**config.mk**
```make
export PLATFORM = sky130hd
export DESIGN_NAME = scma_stamp_scan
export DESIGN_NICKNAME = d
export VERILOG_FILES = /design/src/hdl/scma_pkg.sv /design/src/hdl/scma_ram.sv /design/src/hdl/scma_stamp_scan.sv
export SDC_FILE = /design/constraint.sdc
export NUM_CORES = 2
export LEC_CHECK = 0
export BUFFER_PORTS_ARGS = -buffer_cell sky130_fd_sc_hd__buf_2
export CAP_MARGIN = 30
export CORE_ASPECT_RATIO = 0.7
export CORE_MARGIN = 8
export CORE_UTILIZATION = 40
export CTS_CLUSTER_SIZE = 8
export DETAILED_ROUTE_END_ITERATION = 12
export GPL_ROUTABILITY_DRIVEN = 0
export GPL_TIMING_DRIVEN = 0
export PLACE_DENSITY_LB_ADDON = 0.3
export REMOVE_ABC_BUFFERS = 1
export SLEW_MARGIN = 10
export SYNTH_ARGS = -nofsm -noshare
export SYNTH_HDL_FRONTEND = slang
export SYNTH_SLANG_ARGS = --single-unit
```
**constraint.sdc**
```tcl
create_clock -name clk -period 11.4 [get_ports clk]
set_clock_uncertainty 0.1 [all_clocks]
set_input_delay 1.14 -clock clk [delete_from_list [all_inputs] [get_ports clk]]
set_output_delay 1.14 -clock clk [all_outputs]
set_load 0.05 [all_outputs]
```
**src/hdl/scma_pkg.sv**
```systemverilog
// ----------------------------------------------------------------------------
// Sector cache miss allocator package
// Shared sizes, codes and the control bundle of the stamp scan unit.
// ----------------------------------------------------------------------------
package scma_pkg;

  localparam int NUM_BLOCKS  = 128;
  localparam int BLK_W       = 7;
  localparam int SECTOR_W    = 16;
  localparam int STAMP_W     = 32;
  localparam int CT_DEPTH    = 65536;
  localparam int MAP_DEPTH   = 65536;
  localparam int LINK_W      = 8;
  localparam logic [LINK_W-1:0] LINK_NIL = 8'hFF;

  // Function codes carried on the input tuser.
  localparam logic [1:0] FUNC_LOAD   = 2'd0;
  localparam logic [1:0] FUNC_MISS   = 2'd1;
  localparam logic [1:0] FUNC_LOOKUP = 2'd2;

  // Replacement modes.
  localparam logic [1:0] MODE_LRU  = 2'd0;
  localparam logic [1:0] MODE_MRU  = 2'd1;
  localparam logic [1:0] MODE_RR   = 2'd2;
  localparam logic [1:0] MODE_LIST = 2'd3;

  // Configuration register indexes.
  localparam logic [1:0] CFG_REPLACE_MODE = 2'd0;
  localparam logic [1:0] CFG_CLUSTER_LOG2 = 2'd1;

  // Control bundle from the sequencer to the stamp scan unit.
  typedef struct packed {
    logic               start;
    logic               want_max;
    logic               wr_en;
    logic [BLK_W-1:0]   wr_blk;
    logic [STAMP_W-1:0] wr_stamp;
  } scan_ctl_t;

endpackage

```
**src/hdl/scma_ram.sv**
```systemverilog
// ----------------------------------------------------------------------------
// Generic RAM
// One write port and one read port with registered read data.
// ----------------------------------------------------------------------------
module scma_ram #(
  parameter int WIDTH = 8,
  parameter int DEPTH = 128,
  parameter int AW    = $clog2(DEPTH)
) (
  input  logic             clk,
  input  logic             wr_en,
  input  logic [AW-1:0]    wr_addr,
  input  logic [WIDTH-1:0] wr_data,
  input  logic             rd_en,
  input  logic [AW-1:0]    rd_addr,
  output logic [WIDTH-1:0] rd_data
);

  logic [WIDTH-1:0] mem [DEPTH];

  // Write and registered read.
  always_ff @(posedge clk) begin
    if (wr_en) begin
      mem[wr_addr] <= wr_data;
    end
    if (rd_en) begin
      rd_data <= mem[rd_addr];
    end
  end

endmodule

```
**src/hdl/scma_stamp_scan.sv**
```systemverilog
// ----------------------------------------------------------------------------
// Stamp scan unit
// Holds the block stamps and walks all blocks with one comparator to find the
// first free block, or else the smallest or largest stamp.
// ----------------------------------------------------------------------------
module scma_stamp_scan (
  input  logic                                clk,
  input  logic                                rst,
  input  scma_pkg::scan_ctl_t                 ctl,
  input  logic [scma_pkg::NUM_BLOCKS-1:0]     blk_valid,
  output logic                                done,
  output logic [scma_pkg::BLK_W-1:0]          victim
);

  logic [scma_pkg::BLK_W:0]          cnt;
  logic                              busy;
  logic                              found_free;
  logic                              want_max;
  logic [scma_pkg::STAMP_W-1:0]      best_stamp;
  logic [scma_pkg::NUM_BLOCKS-1:0]   stamp_set;
  logic [scma_pkg::STAMP_W-1:0]      rd_data;
  logic [scma_pkg::BLK_W-1:0]        ent;
  logic [scma_pkg::STAMP_W-1:0]      ent_stamp;
  logic                              better;

  scma_ram #(.WIDTH(scma_pkg::STAMP_W), .DEPTH(scma_pkg::NUM_BLOCKS)) u_stamp_ram (
    .clk     (clk),
    .wr_en   (ctl.wr_en),
    .wr_addr (ctl.wr_blk),
    .wr_data (ctl.wr_stamp),
    .rd_en   (busy),
    .rd_addr (cnt[scma_pkg::BLK_W-1:0]),
    .rd_data (rd_data)
  );

  // The entry whose stamp arrives this cycle; a never written stamp is zero.
  assign ent       = cnt[scma_pkg::BLK_W-1:0] - 1'b1;
  assign ent_stamp = stamp_set[ent] ? rd_data : '0;
  assign better    = (ent == '0) ||
                     (want_max ? (ent_stamp > best_stamp) : (ent_stamp < best_stamp));

  // Scan sequencer and shared comparator.
  always_ff @(posedge clk) begin
    if (rst) begin
      busy      <= 1'b0;
      done      <= 1'b0;
      cnt       <= '0;
      stamp_set <= '0;
    end else begin
      done <= 1'b0;
      if (ctl.wr_en) begin
        stamp_set[ctl.wr_blk] <= 1'b1;
      end
      if (ctl.start) begin
        busy       <= 1'b1;
        cnt        <= '0;
        found_free <= 1'b0;
        want_max   <= ctl.want_max;
      end else if (busy) begin
        cnt <= cnt + 1'b1;
        if (cnt != '0 && !found_free) begin
          if (!blk_valid[ent]) begin
            found_free <= 1'b1;
            victim     <= ent;
          end else if (better) begin
            victim     <= ent;
            best_stamp <= ent_stamp;
          end
        end
        if (cnt == (scma_pkg::BLK_W+1)'(scma_pkg::NUM_BLOCKS)) begin
          busy <= 1'b0;
          done <= 1'b1;
        end
      end
    end
  end

endmodule

```
==> flow_summary.json <==
{
  "ys_seq_area_share_pct": 77.5,
  "ctsHtreeMaxLevel": 6,
  "synth_top_area_share_pct": 75.8,
  "slew_headroom_pct": 34.3,
  "dp_cells": 12400,
  "r2r-end": "best_stamp[14]$_DFFE_PP_",
  "clkSlewWorstSetupHoldPaths_ns": 0.05,
  "first_iter_violations": 10100,
  "antenna_found_initial": 51,
  "p_per_area_mw_per_mm2": 177,
  "drc": 0,
  "cp.arrival_ns": 9.40,
  "required_ns": 11.91,
  "num_io_pins": 180,
  "ys_top_cells_by_area": "edfxtp_1 76%, mux4_2 19%, dfxtp_1 1.7%",
  "grt_pass1_vias": 79100,
  "core_area_mm2": 0.411,
  "min_period_ns": 8.89,
  "syn_avg_cell_area_um2": 24.4,
  "p_int_mw": 27.8,
  "clock_latency_ns": 0.94,
  "min_from": "stamp_set[53]$_SDFFE_PP0P_",
  "vias": 78000,
  "grt.met1_usage_pct": 28.8,
  "grt_pass1_wl_um": 601000,
  "drtPass1Iterations": 6,
  "cts_tree": "built",
  "synth_cell_types": 49,
  "p_sw_mw": 6.99,
  "grt_use_met3_pct": 4.89,
  "synth-seq-cells": 4307,
  "start_util_pct": 40.2,
  "final_area_mm2": 0.197,
  "fin_crit_sh_pct": 78.0,
  "drive_gt1_share_pct": 36.2,
  "rsz0062_at_grt": "no",
  "port-buffer-count": 179,
  "crit_fanout": 41,
  "synth-main-ff-cell": "edfxtp_1",
  "hold_slack_ns": 0.360,
  "clkPwrFrac_pct": 46.3,
  "yosysTopAreaCell": "edfxtp_1",
  "synthCells": 6768,
  "grt-busiest-layer": "met1",
  "reg2reg_from": "cnt[0]$_SDFFE_PN0P_",
  "grt_usage_pct": 19.3,
  "p_sw_share_pct": 20.1,
  "fin_setup_tns_ns": 0,
  "synth_edf_count": 4169,
  "power_frac_comb_pct": 3.5,
  "pwr-share-seq_pct": 50.2,
  "dieArea_mm2": 0.434,
  "yosysWarnings": 0,
  "hold_buffers": 0,
  "cts_sinks": 4307,
  "worst_slew_pin_slew_ns": 0.982,
  "hp-class": "register to register",
  "drt_wl_total_um": 428000,
  "cts-buffers-inserted": 613,
  "avgViaCountPerCell": 5.92,
  "fin_cells": 13200,
  "hpwl_um": 269000,
  "whs_path_depth": 2,
  "status": "completed",
  "hold_viol": 0,
  "r2r_cells": 20,
  "ff2ff_setup_slack_ns": 2.51,
  "cts-root-buf": "clkbuf_16",
  "route.antenna.remaining_nets": 0,
  "rows": 197,
  "synthesis.area_mm2": 0.165,
  "die_h_um": 554,
  "clk_path_buf_depth": 4,
  "cap_violations": 0,
  "die_w_um": 784,
  "place_area_mm2": 0.180,
  "max-vdd-ir-drop_mv": 0.121,
  "async_flop_share_pct": 0,
  "area_growth_pct": 19.1,
  "crit_type": "register to register",
  "cp-start-kind": "register",
  "nets": 7731,
  "drv_slew": 0,
  "routedWlPerCell_um": 32.5,
  "grtUsageMet2_pct": 28.4,
  "end_kind": "register",
  "grt_overflow": 0,
  "post_cts_buffers": 0,
  "p_leak_nw": 59.3,
  "setup_viol": 0,
  "grt_max_degree": 104,
  "cts_resized": 0,
  "min_delay_worst_endpoint": "stamp_set[53]$_SDFFE_PP0P_",
  "max_freq_mhz": 112,
  "final_util_pct": 47.8
}
[stage by stage]
stage                     total power, mW  worst slack (ns)
after global placement               20.4            -91.86
after CTS                            35.1              2.54
after detailed placement             19.0              2.72
after floorplan                      19.4            -43.16
final                                34.8              2.51
after global routing                 35.7              2.15
[sequential cells by signal, indices dropped and copies added (netlist names)]
signal	count
u_stamp_ram.mem	4096
stamp_set	128
best_stamp	32
u_stamp_ram.rd_data	32
cnt	8
victim	7
busy	1
done	1
found_free	1
want_max	1
[power by group through the flow]
stage	sequential [mW]	clock (mW)	combinational (mW)
2_1_floorplan	17.9	0	1.52
3_3_place_gp	18.0	0	2.46
3_5_place_dp	17.8	0	1.22
4_1_cts	17.5	16.4	1.23
5_1_grt	17.5	17.0	1.28
6_report	17.5	16.1	1.21
[how the worst max path moves through the flow]
stage	from	to	depth (start not counted)
after global placement	cnt[0]$_SDFFE_PN0P_	best_stamp[0]$_DFFE_PP_	9
after CTS	cnt[0]$_SDFFE_PN0P_	best_stamp[4]$_DFFE_PP_	20
after global routing	cnt[0]$_SDFFE_PN0P_	best_stamp[3]$_DFFE_PP_	20
after floorplan	cnt[0]$_SDFFE_PN0P_	best_stamp[0]$_DFFE_PP_	15
after detailed placement	cnt[0]$_SDFFE_PN0P_	best_stamp[0]$_DFFE_PP_	20
final	cnt[0]$_SDFFE_PN0P_	best_stamp[14]$_DFFE_PP_	20
[layout make-up]
type / instances / area [um2]
clock buffers: 727 / 16200
diodes: 42 / 105
fillers: 32300 / 215000
repair buffers: 494 / 8470
flip-flops and latches: 4307 / 128000
multi-input cells: 2064 / 36500
inverters: 44 / 165
well taps: 5472 / 6850
clock inverters: 28 / 338
[cell usage after synthesis, types with 4 or more instances]
master,count
a21oi_1,13
buf_1,15
buf_2,117
buf_6,4
clkbuf_1,217
dfxtp_1,138
edfxtp_1,4169
ha_1,35
inv_1,41
mux2_2,32
mux2i_1,5
mux4_2,1424
nand2_1,20
nand3_1,15
nand4_1,13
nor2_1,400
nor2b_1,36
nor3_1,6
nor4_1,5
o21ai_0,6
or2_2,7
xnor2_1,5
xor2_1,6
[metal layers]
metal / part of all wire, % / vias up
met4: 2.6 / 20
met5: 0.030 / -
li1: - / 30600
met1: 42 / 42700
met3: 10 / 626
met2: 45 / 4024
[cell usage in the layout, fill, tap and decap left out, types with 7 or more instances in the layout]
cell       instances
dfxtp_4            7
mux4_2          1424
mux2_2            32
nand3_1           13
buf_12           131
diode_2           42
clkbuf_1          93
buf_16           169
nand2_1           20
ha_1              34
clkbuf_16        634
a21oi_1           13
inv_6             18
nand4_1           13
nor2b_1           36
nor2_4           128
dfxtp_1          130
inv_1             41
or2_2              7
buf_2            146
edfxtp_1        4169
nor2_1           272
buf_6             18
buf_4             25
[logic make-up after synthesis]
group           Yosys count  synth area share (%)
flops                  4307                  77.5
mux                    1461                  19.7
simple gates            522                  1.34
buf+inv                 397                  1.01
fa+ha+maj                35                 0.265
compound gates           34                 0.134
xor+xnor                 12                0.0682
[worst max-delay path: stages (launching register included)]
cell,delay (ns)
dfxtp_4,0.83
buf_16,0.34
buf_16,0.30
inv_1,0.42
ha_4,0.85
buf_12,0.31
mux4_2,0.56
mux4_2,0.46
mux4_2,0.50
mux2i_4,0.49
buf_16,0.23
nor2b_1,0.08
ha_1,0.32
nand4_1,0.17
nor4_1,0.55
a21boi_0,0.35
o31a_1,0.25
o211a_1,0.20
nor3_1,0.11
nor4b_4,0.69
buf_6,0.27
Note: power is estimated with default switching activity, not from simulation.
