$ cat config.mk
export PLATFORM = sky130hd
export DESIGN_NAME = scma_ram
export DESIGN_NICKNAME = d
export VERILOG_FILES = /design/src/hdl/scma_ram.sv
export SDC_FILE = /design/constraint.sdc
export NUM_CORES = 1
export LEC_CHECK = 0
export ABC_AREA = 1
export BUFFER_PORTS_ARGS = -buffer_cell sky130_fd_sc_hd__buf_4
export CORE_MARGIN = 2
export CORE_UTILIZATION = 51
export CTS_CLUSTER_DIAMETER = 200
export DETAILED_ROUTE_END_ITERATION = 16
export PLACE_DENSITY = 0.66
export SLEW_MARGIN = 20
export SYNTH_ARGS = -nofsm -noshare
export SYNTH_HDL_FRONTEND = slang
export SYNTH_SLANG_ARGS = --single-unit
$ cat constraint.sdc
create_clock -name clk -period 2.3 [get_ports clk]
set_clock_uncertainty 0.2 [all_clocks]
set_input_delay 0.23 -clock clk [delete_from_list [all_inputs] [get_ports clk]]
set_output_delay 0.23 -clock clk [all_outputs]
set_load 0.01 [all_outputs]
$ cat src/hdl/scma_ram.sv
// ----------------------------------------------------------------------------
// Generic RAM
// One write port and one read port with registered read data.
// ----------------------------------------------------------------------------
module scma_ram #(
  parameter int WIDTH = 8,
  parameter int DEPTH = 128,
  parameter int AW    = $clog2(DEPTH)
) (
  input  logic             clk,
  input  logic             wr_en,
  input  logic [AW-1:0]    wr_addr,
  input  logic [WIDTH-1:0] wr_data,
  input  logic             rd_en,
  input  logic [AW-1:0]    rd_addr,
  output logic [WIDTH-1:0] rd_data
);

  logic [WIDTH-1:0] mem [DEPTH];

  // Write and registered read.
  always_ff @(posedge clk) begin
    if (wr_en) begin
      mem[wr_addr] <= wr_data;
    end
    if (rd_en) begin
      rd_data <= mem[rd_addr];
    end
  end

endmodule

==> results.md, run 1 <==
* Outcome: finished, final reports clean
* Core ar. at 82,000 um2
* Num CTS Buffers at 103
* GRT overflow at 0
* Hold path start: wr_addr[5]
* Top post-synthesis cells by area: edfxtp_1 (73%), nand3_1 (11%), nand2_1 (11%)
* Main combinational cell family by area after synthesis: simple AND/OR/NAND/NOR gates
* Crit path launch type: flip-flop
* Fin. max-slew vios at 0
* Yosys warns at 0
* GP Congestion at around 0.87
* Slew @ Worst Pin at 645 ps
* GR Util All Layers at 25.8%
* Die area at 85,000 um2
* Yosys top cell area share at 73.5%
* CTS tree: built
* Drt first pass iters at 5
* Synth Area in Adders at 0%
* Max incr delay on CP at 550 ps
* Ports at 33
* Initial antenna violation count at 2
* HP Class: primary input to flip-flop
* Hold depth at 4
* Crit Path Category: flip-flop to flip-flop
* Area of the multi-input gates at 9790 um2
* Post-synth EDFFs at 1,032
* Cell area after synthesis at 42,200 um2
* Register area at 31,000 um2
* Achievable Freq at between 0.4 and 0.5 GHz
* Final core utilization at 59.7%
* Total Wirelength at 109 mm
* Register area share after synthesis at approximately three quarters
* Top cells by count, synth: nand2_1 (1,215), edfxtp_1 (1,032), nand3_1 (931), nor2_1 (134), buf_2 (121)
* Number of DRC markers in iteration 0 at approximately 3,400
* RSZ-0062 raised after global routing: false
* ANT cells at 0
* Routed len/inst at approximately 22 um
* Nets at 3,824
* Final critical-path required period at 2160 ps
* First-pass GRT wire length at about 170 mm
* Post-route ant nets at 0
* Avg Cell Area, Syn at 11.8 um2
* Reg2reg end: rd_data[7]
* CTS Sinks at slightly above 1,000
* Pleak at 0.0178 uW
* Worst path top cell family by delay: simple AND/OR/NAND/NOR gates
* Slowest-stage cell, CP: dlygate4sd3_1
* Clock Root Buffer: clkbuf_16
* Yosys top cell by area: edfxtp_1
* Routed via count at 28,231
* Critical-path cell list: nand2_1, nand3_1, nand3_2, nand3_2, nand2_2, nand2_1, nand3_1, dlygate4sd3_1, nand2_1, nand2_1, nand2_1
* Post-synthesis cell type count at 13
* Syn Inst Count at 3,575
* Setup crit end kind: flip-flop
* Routed vias/inst at 5.70
* WP buf/inv at 1
* Clock Path Buffers at 3
* Syn Nets at 3,600
* Post-CTS Repair Setup Buffers at 0
* Vias in the first global route at roughly 27,000
* Worst hold endpoint: mem[19][1]
* Setup_tns at 0 ps
* Worst-path clk slew at about 60 ps
* Multiplexer area fraction after synthesis at 0%
* FF+latch count, synth at 1,032
* Final-layout fill cell count at 6,432
* Share of layout cells above drive strength 1 at 12.5%
* Critical Path AT at 2380 ps
* Top_reg_cell synth: edfxtp_1
* H-tree depth at 3
* # rows at 105
* Setup violations, final at 0
* Synth Area in Simple Gates at 23.1%
* CP Max Fanout at 1
* Worst Path Required at between 2000 and 3000 ps
* PD cells at about 810 nW/um2
* Worst r2r path cells at 11
* Die height at 292 um
* Clock Latency Late Sink at roughly 660 ps
* Final hold vios at 0
* XOR/XNOR Fraction of Synth Area at 0%
* Max cap viols at 0
* R2r setup slk at 140 ps
* Initial Util at 51.5%
* Max transition margin at 57.0%
* DRC Markers at 0
* Asr flop ratio synth at 0%
* Fraction of the mapped netlist area in compound gates at 0%
* Hpwl dp at 67.4 mm
* Most frequent cell after synthesis: nand2_1
* IO Port Bufs at 32
* Area grow syn2layout at 16.0%
* Largest net degree at the start of global routing at 86
* Worst path most repeated cell: nand2_1
* Peak supply drop at 650 uV
* Reg2reg start: mem[117][7]
* Period utilisation layout at 93.9%
* DIE WIDTH at 292 um
-- worst min-delay path: stages --
cell,delay [ps]
buf_4,100
nor2_1,90
nand2_1,180
nor2_1,110
-- flip-flops by register name, summed over array words and instances (netlist names) --
register	count
mem	1024
rd_data	8
-- kinds of logic (layout without fill, tap and decap cells) --
group         Yosys count  count (layout)
simple gates         2288            2288
flops                1032            1032
buf+inv               255             559
-- metal layers --
metal	vias up	wire length, um	GRT usage [%]
met5	-	23	0
li1	13036	-	-
met3	185	9810	4.51
met1	13725	45400	37.2
met2	1281	51200	40.6
met4	4	2780	7.67
-- repair_timing --
| item | in CTS | in global routing |
|---|---|---|
| endpoints found under the setup margin | 0 | 1 |
| hold endpoints to repair | 417 | 0 |
| resized for setup | 0 | 6 |
| hold buffers | 13 | 0 |
-- worst max path at each step --
stage | startpoint | endpoint | slack, ps | depth (start not counted)
floorplan | wr_en | mem[105][0] | 510 | 4
global placement | rd_addr[0] | rd_data[0] | -70 | 14
detailed placement | rd_addr[0] | rd_data[0] | -100 | 14
CTS | mem[119][7] | rd_data[7] | 70 | 11
global route | mem[119][7] | rd_data[7] | 3 | 11
finish | mem[117][7] | rd_data[7] | 140 | 11
-- stage by stage --
step           power [uW]  cell area [um2]  std cells  worst slack, ps  hold slack [ps]
3_5_place_dp        23900            45600       4751            -95.4              367
4_1_cts             39800            48900       4949             66.5             4.74
6_report            39700            48900       4949              141             39.1
2_1_floorplan       22600            42200       3575              514              129
5_1_grt             40800            48900       4949             3.00             53.1
3_3_place_gp        23900            45600       4751            -74.3              366
-- cells in the final DEF (no fill, tap or decap), drive strengths merged --
cell type | Yosys | layout
inv | 24 | 26
bufinv | 0 | 9
dlygate4sd3 | 0 | 13
nor2 | 134 | 134
nand2 | 1215 | 1215
clkinvlp | 0 | 1
clkinv | 0 | 51
clkbuf | 34 | 123
nand3 | 931 | 931
buf | 197 | 336
nor3 | 8 | 8
edfxtp | 1032 | 1032
-- power breakdown --
group	total, uW	switching, uW	internal [uW]
registers	20800	32.2	20800
clock network	16100	6870	9240
logic	2740	1900	838
-- layout make-up --
cell class / instances / area share, %
inverter: 24 / 0.238
tap: 1070 / 2.74
clock buffer: 122 / 5.46
sequential: 1032 / 63.3
multi-input combinational: 2288 / 20.0
timing repair buffer: 350 / 7.15
clock inverter: 63 / 1.09
(Power assumes the default switching activity.)
==> run 2, diff against run 1 <==
- RECOVER_POWER: unset -> 100
- clock period: 2.3 -> 2.6 ns (I/O delays scaled with it)
==> run 2 against run 1 <==
Against the previous run:
- critical endpoint is now mem[1][0]
- sequential share of layout area grew 1.7 points
- global-route usage grew 0.59 points
- flip-flop and latch count is the same
- utilization fell by 1.6 points
- the run now ends with capacitance limit, slew limit left
- largest cell class unchanged
- register-to-register slack improved by 450 ps
- largest power group unchanged
- non-clock buffer count down 46
- routed wire length rose by 2.8%
- worst setup slack gained 89 ps
- sequential power down 12%
==> results.md, run 2 (same netlist as run 1, synthesis figures left out) <==
* NetSw at 7850 uW (was 8800 uW)
* Area grow syn2layout at 13.0% (was 16.0%)
* Die height at 292 um (unchanged)
* PD cells at 739 nW/um2 (was 810 nW/um2)
* Final hold vios at 0 (unchanged)
* Combinational fraction of design power at 6.4% (was 6.9%)
* DP Area at 45,000 um2 (was 45,600 um2)
* ANT cells at 0 (unchanged)
* Share of layout cells above drive strength 1 at 7.33% (was 12.5%)
* Routed via count at 28,354 (was 28,231)
* IO Port Bufs at 32 (unchanged)
* Sequential fraction of design power at 52.3% (was 52.5%)
* Most flop-heavy register: mem (unchanged)
* Failing checks: capacitance limit, slew limit
* CTS Sinks at 1,032 (unchanged)
* Clock Path Buffers at 3 (unchanged)
* Routed len/inst at 22.9 um (was 22.1 um)
* Total Wirelength at 112 mm (was 109 mm)
* Vias in the first global route at 27,187 (was 27,141)
* Nets at 3,778 (was 3,824)
* Critical Path AT at 2580 ps (was 2380 ps)
* Routed vias/inst at 5.78 (was 5.70)
* Initial antenna violation count at 1 (was 2)
* First-pass GRT wire length at 169 mm (was 167 mm)
* DRC Markers at 0 (unchanged)
* Largest net degree at the start of global routing at 129 (was 86)
* Max FFs per register at 1,024 (unchanged)
* Hold path start: rd_addr[5] (was wr_addr[5])
* Reg2reg start: mem[7][3] (was mem[117][7])
* Commonest non-fill, non-tap cell in the layout: nand2_1 (unchanged)
* Power, Total at 35,200 uW (was 39,700 uW)
* Peak supply drop at 600 uV (was 650 uV)
* Ports at 33 (unchanged)
* Crit Path Category: primary input to flip-flop (was flip-flop to flip-flop)
* Worst Path Required at 2810 ps (was 2520 ps)
* Worst path top cell family by delay: buffers and inverters (was simple AND/OR/NAND/NOR gates)
* Achievable Freq at 0.422 GHz
* Drt first pass iters at 6 (was 5)
* GRT overflow at 0 (unchanged)
* Clock Latency Late Sink at 680 ps (was 660 ps)
* Sw Share at 22.3% (was 22.2%)
* Clock Power Share at 41.3% (was 40.6%)
* Die area at 85,000 um2 (unchanged)
* Core ar. at 82,000 um2 (unchanged)
* Final critical-path required period at about 2400 ps
* Slew @ Worst Pin at 1870 ps (was 645 ps)
* Largest registers: mem x1024, rd_data x8 (unchanged)
* Initial Util at 51.5% (unchanged)
* HP Class: primary input to flip-flop (unchanged)
* Setup WS pre-CTS at 77.7 ps (was -95.4 ps)
* Slowest-stage cell, CP: clkbuf_1 (was dlygate4sd3_1)
* Final-layout fill cell count at 6,751 (was 6,432)
* CP Max Fanout at 13 (was 1)
* Setup violations, final at 0 (unchanged)
* Fin. max-slew vios at 300 (was 0)
* Commonest cells after routing, fill and taps aside: nand2_1 (1,215), edfxtp_1 (1,032), nand3_1 (931), clkbuf_1 (184), nor2_1 (134) (was nand2_1 (1,213), edfxtp_1 (1,032), nand3_1 (927), buf_4 (269), nor2_1 (134))
* Critical-path cell list: clkbuf_1, nor3_1, nand2_1, clkbuf_1, nor2_1, buf_4 (was nand2_1, nand3_1, nand3_2, nand3_2, nand2_2, nand2_1, nand3_1, dlygate4sd3_1, nand2_1, nand2_1, nand2_1)
* Post_cts resized at 0 (unchanged)
* GP Congestion at 0.865 (was 0.868)
* Period utilisation layout at 91.1%
* Worst path most repeated cell: clkbuf_1 (was nand2_1)
* Fin worst setup slack at 231 ps (was 141 ps)
* Clock Root Buffer: clkbuf_16 (unchanged)
* Area of the multi-input gates at 9760 um2 (was 9790 um2)
* Number of DRC markers in iteration 0 at 3,631 (was 3,392)
* CTS tree: built (unchanged)
* Max cap viols at 5 (was 0)
* Register area at 31,000 um2 (unchanged)
* Post-route ant nets at 0 (unchanged)
* Internal power at 27,400 uW (was 30,900 uW)
* Hpwl dp at 65.6 mm (was 67.4 mm)
* CP startpoint: wr_addr[1] (was mem[117][7])
* Pleak at 0.0168 uW (was 0.0178 uW)
* Outcome: finished, violations left (was finished, final reports clean)
* RSZ-0062 raised after global routing: false (unchanged)
* Num CTS Buffers at 103 (unchanged)
* # rows at 105 (unchanged)
* WP buf/inv at 3 (was 1)
* Max incr delay on CP at 1340 ps (was 550 ps)
* GR Util All Layers at 26.4% (was 25.8%)
* Final instance area at 47,700 um2 (was 48,900 um2)
* DIE WIDTH at 292 um (unchanged)
* Max transition margin at -24.8% (was 57.0%)
* Setup crit end kind: flip-flop (unchanged)
* Worst-path clk slew at 60 ps (about the same)
* Setup_tns at 0 ps (unchanged)
* H-tree depth at 3 (unchanged)
* Crit path launch type: primary input (was flip-flop)
run 2: cell count changes in the layout (fill, tap and decap cells not counted), moves of 6 or more:
cell | before | now
clkbuf_1 | 18 | 184
clkinv_1 | 31 | 22
clkbuf_4 | 0 | 7
buf_12 | 66 | 40
clkbuf_2 | 0 | 12
buf_4 | 269 | 70
clkinv_2 | 19 | 25
run 2: power groups by stage:
stage               Sequential [uW]  Clock [uW]  Combinational (uW)
floorplan                     18800           0                1210
global placement              18800           0                2250
detailed placement            18800           0                2280
CTS                           18400       14700                2300
global route                  18400       15400                2450
finish                        18400       14500                2270
run 2: stage by stage:
stage | std cells | utilization, % | hold WS (ps)
final | 4905 | 58.1 | 105
after global routing | 4905 | 58.1 | 98.4
after CTS | 4905 | 59.0 | 21.9
after detailed placement | 4710 | 54.9 | 408
after global placement | 4710 | 54.9 | 404
after floorplan | 3575 | - | 159
run 2: worst min-delay path, stage by stage:
cell and delay, ps:
buf_4 210, nand3_1 120, nand2_1 80, nand2_1 80, nand2_1 50
run 2: per-layer routing:
| layer | global-route usage [%] | wire (um) | vias up |
|---|---|---|---|
| met2 | 42.8 | 53900 | 1388 |
| met3 | 4.58 | 10100 | 217 |
| met1 | 36.7 | 44900 | 13788 |
| met5 | 0 | 0 | - |
| met4 | 8.45 | 3360 | 0 |
| li1 | - | - | 12961 |
run 2: worst paths after layout:
kind / to / slack, ps / depth (start not counted)
setup / recovery: mem[1][0] / 230 / 6
hold / removal: rd_data[0] / 110 / 5
setup reg to reg: rd_data[3] / 590 / 10
hold reg to reg: rd_data[7] / 860 / 10
run 2: repair_timing:
item	4_1_cts	5_1_grt
endpoints found under the setup margin	0	0
hold endpoints to repair	212	0
hold buffers	8	0
buffers inserted	0	0
run 2: cell type report:
class	count	area share [%]
multi-input cells	2288	20.5
repair buffers	304	4.55
clock inverters	61	1.11
well taps	1070	2.81
flip-flops and latches	1032	65.0
inverters	24	0.244
clock buffers	126	5.77
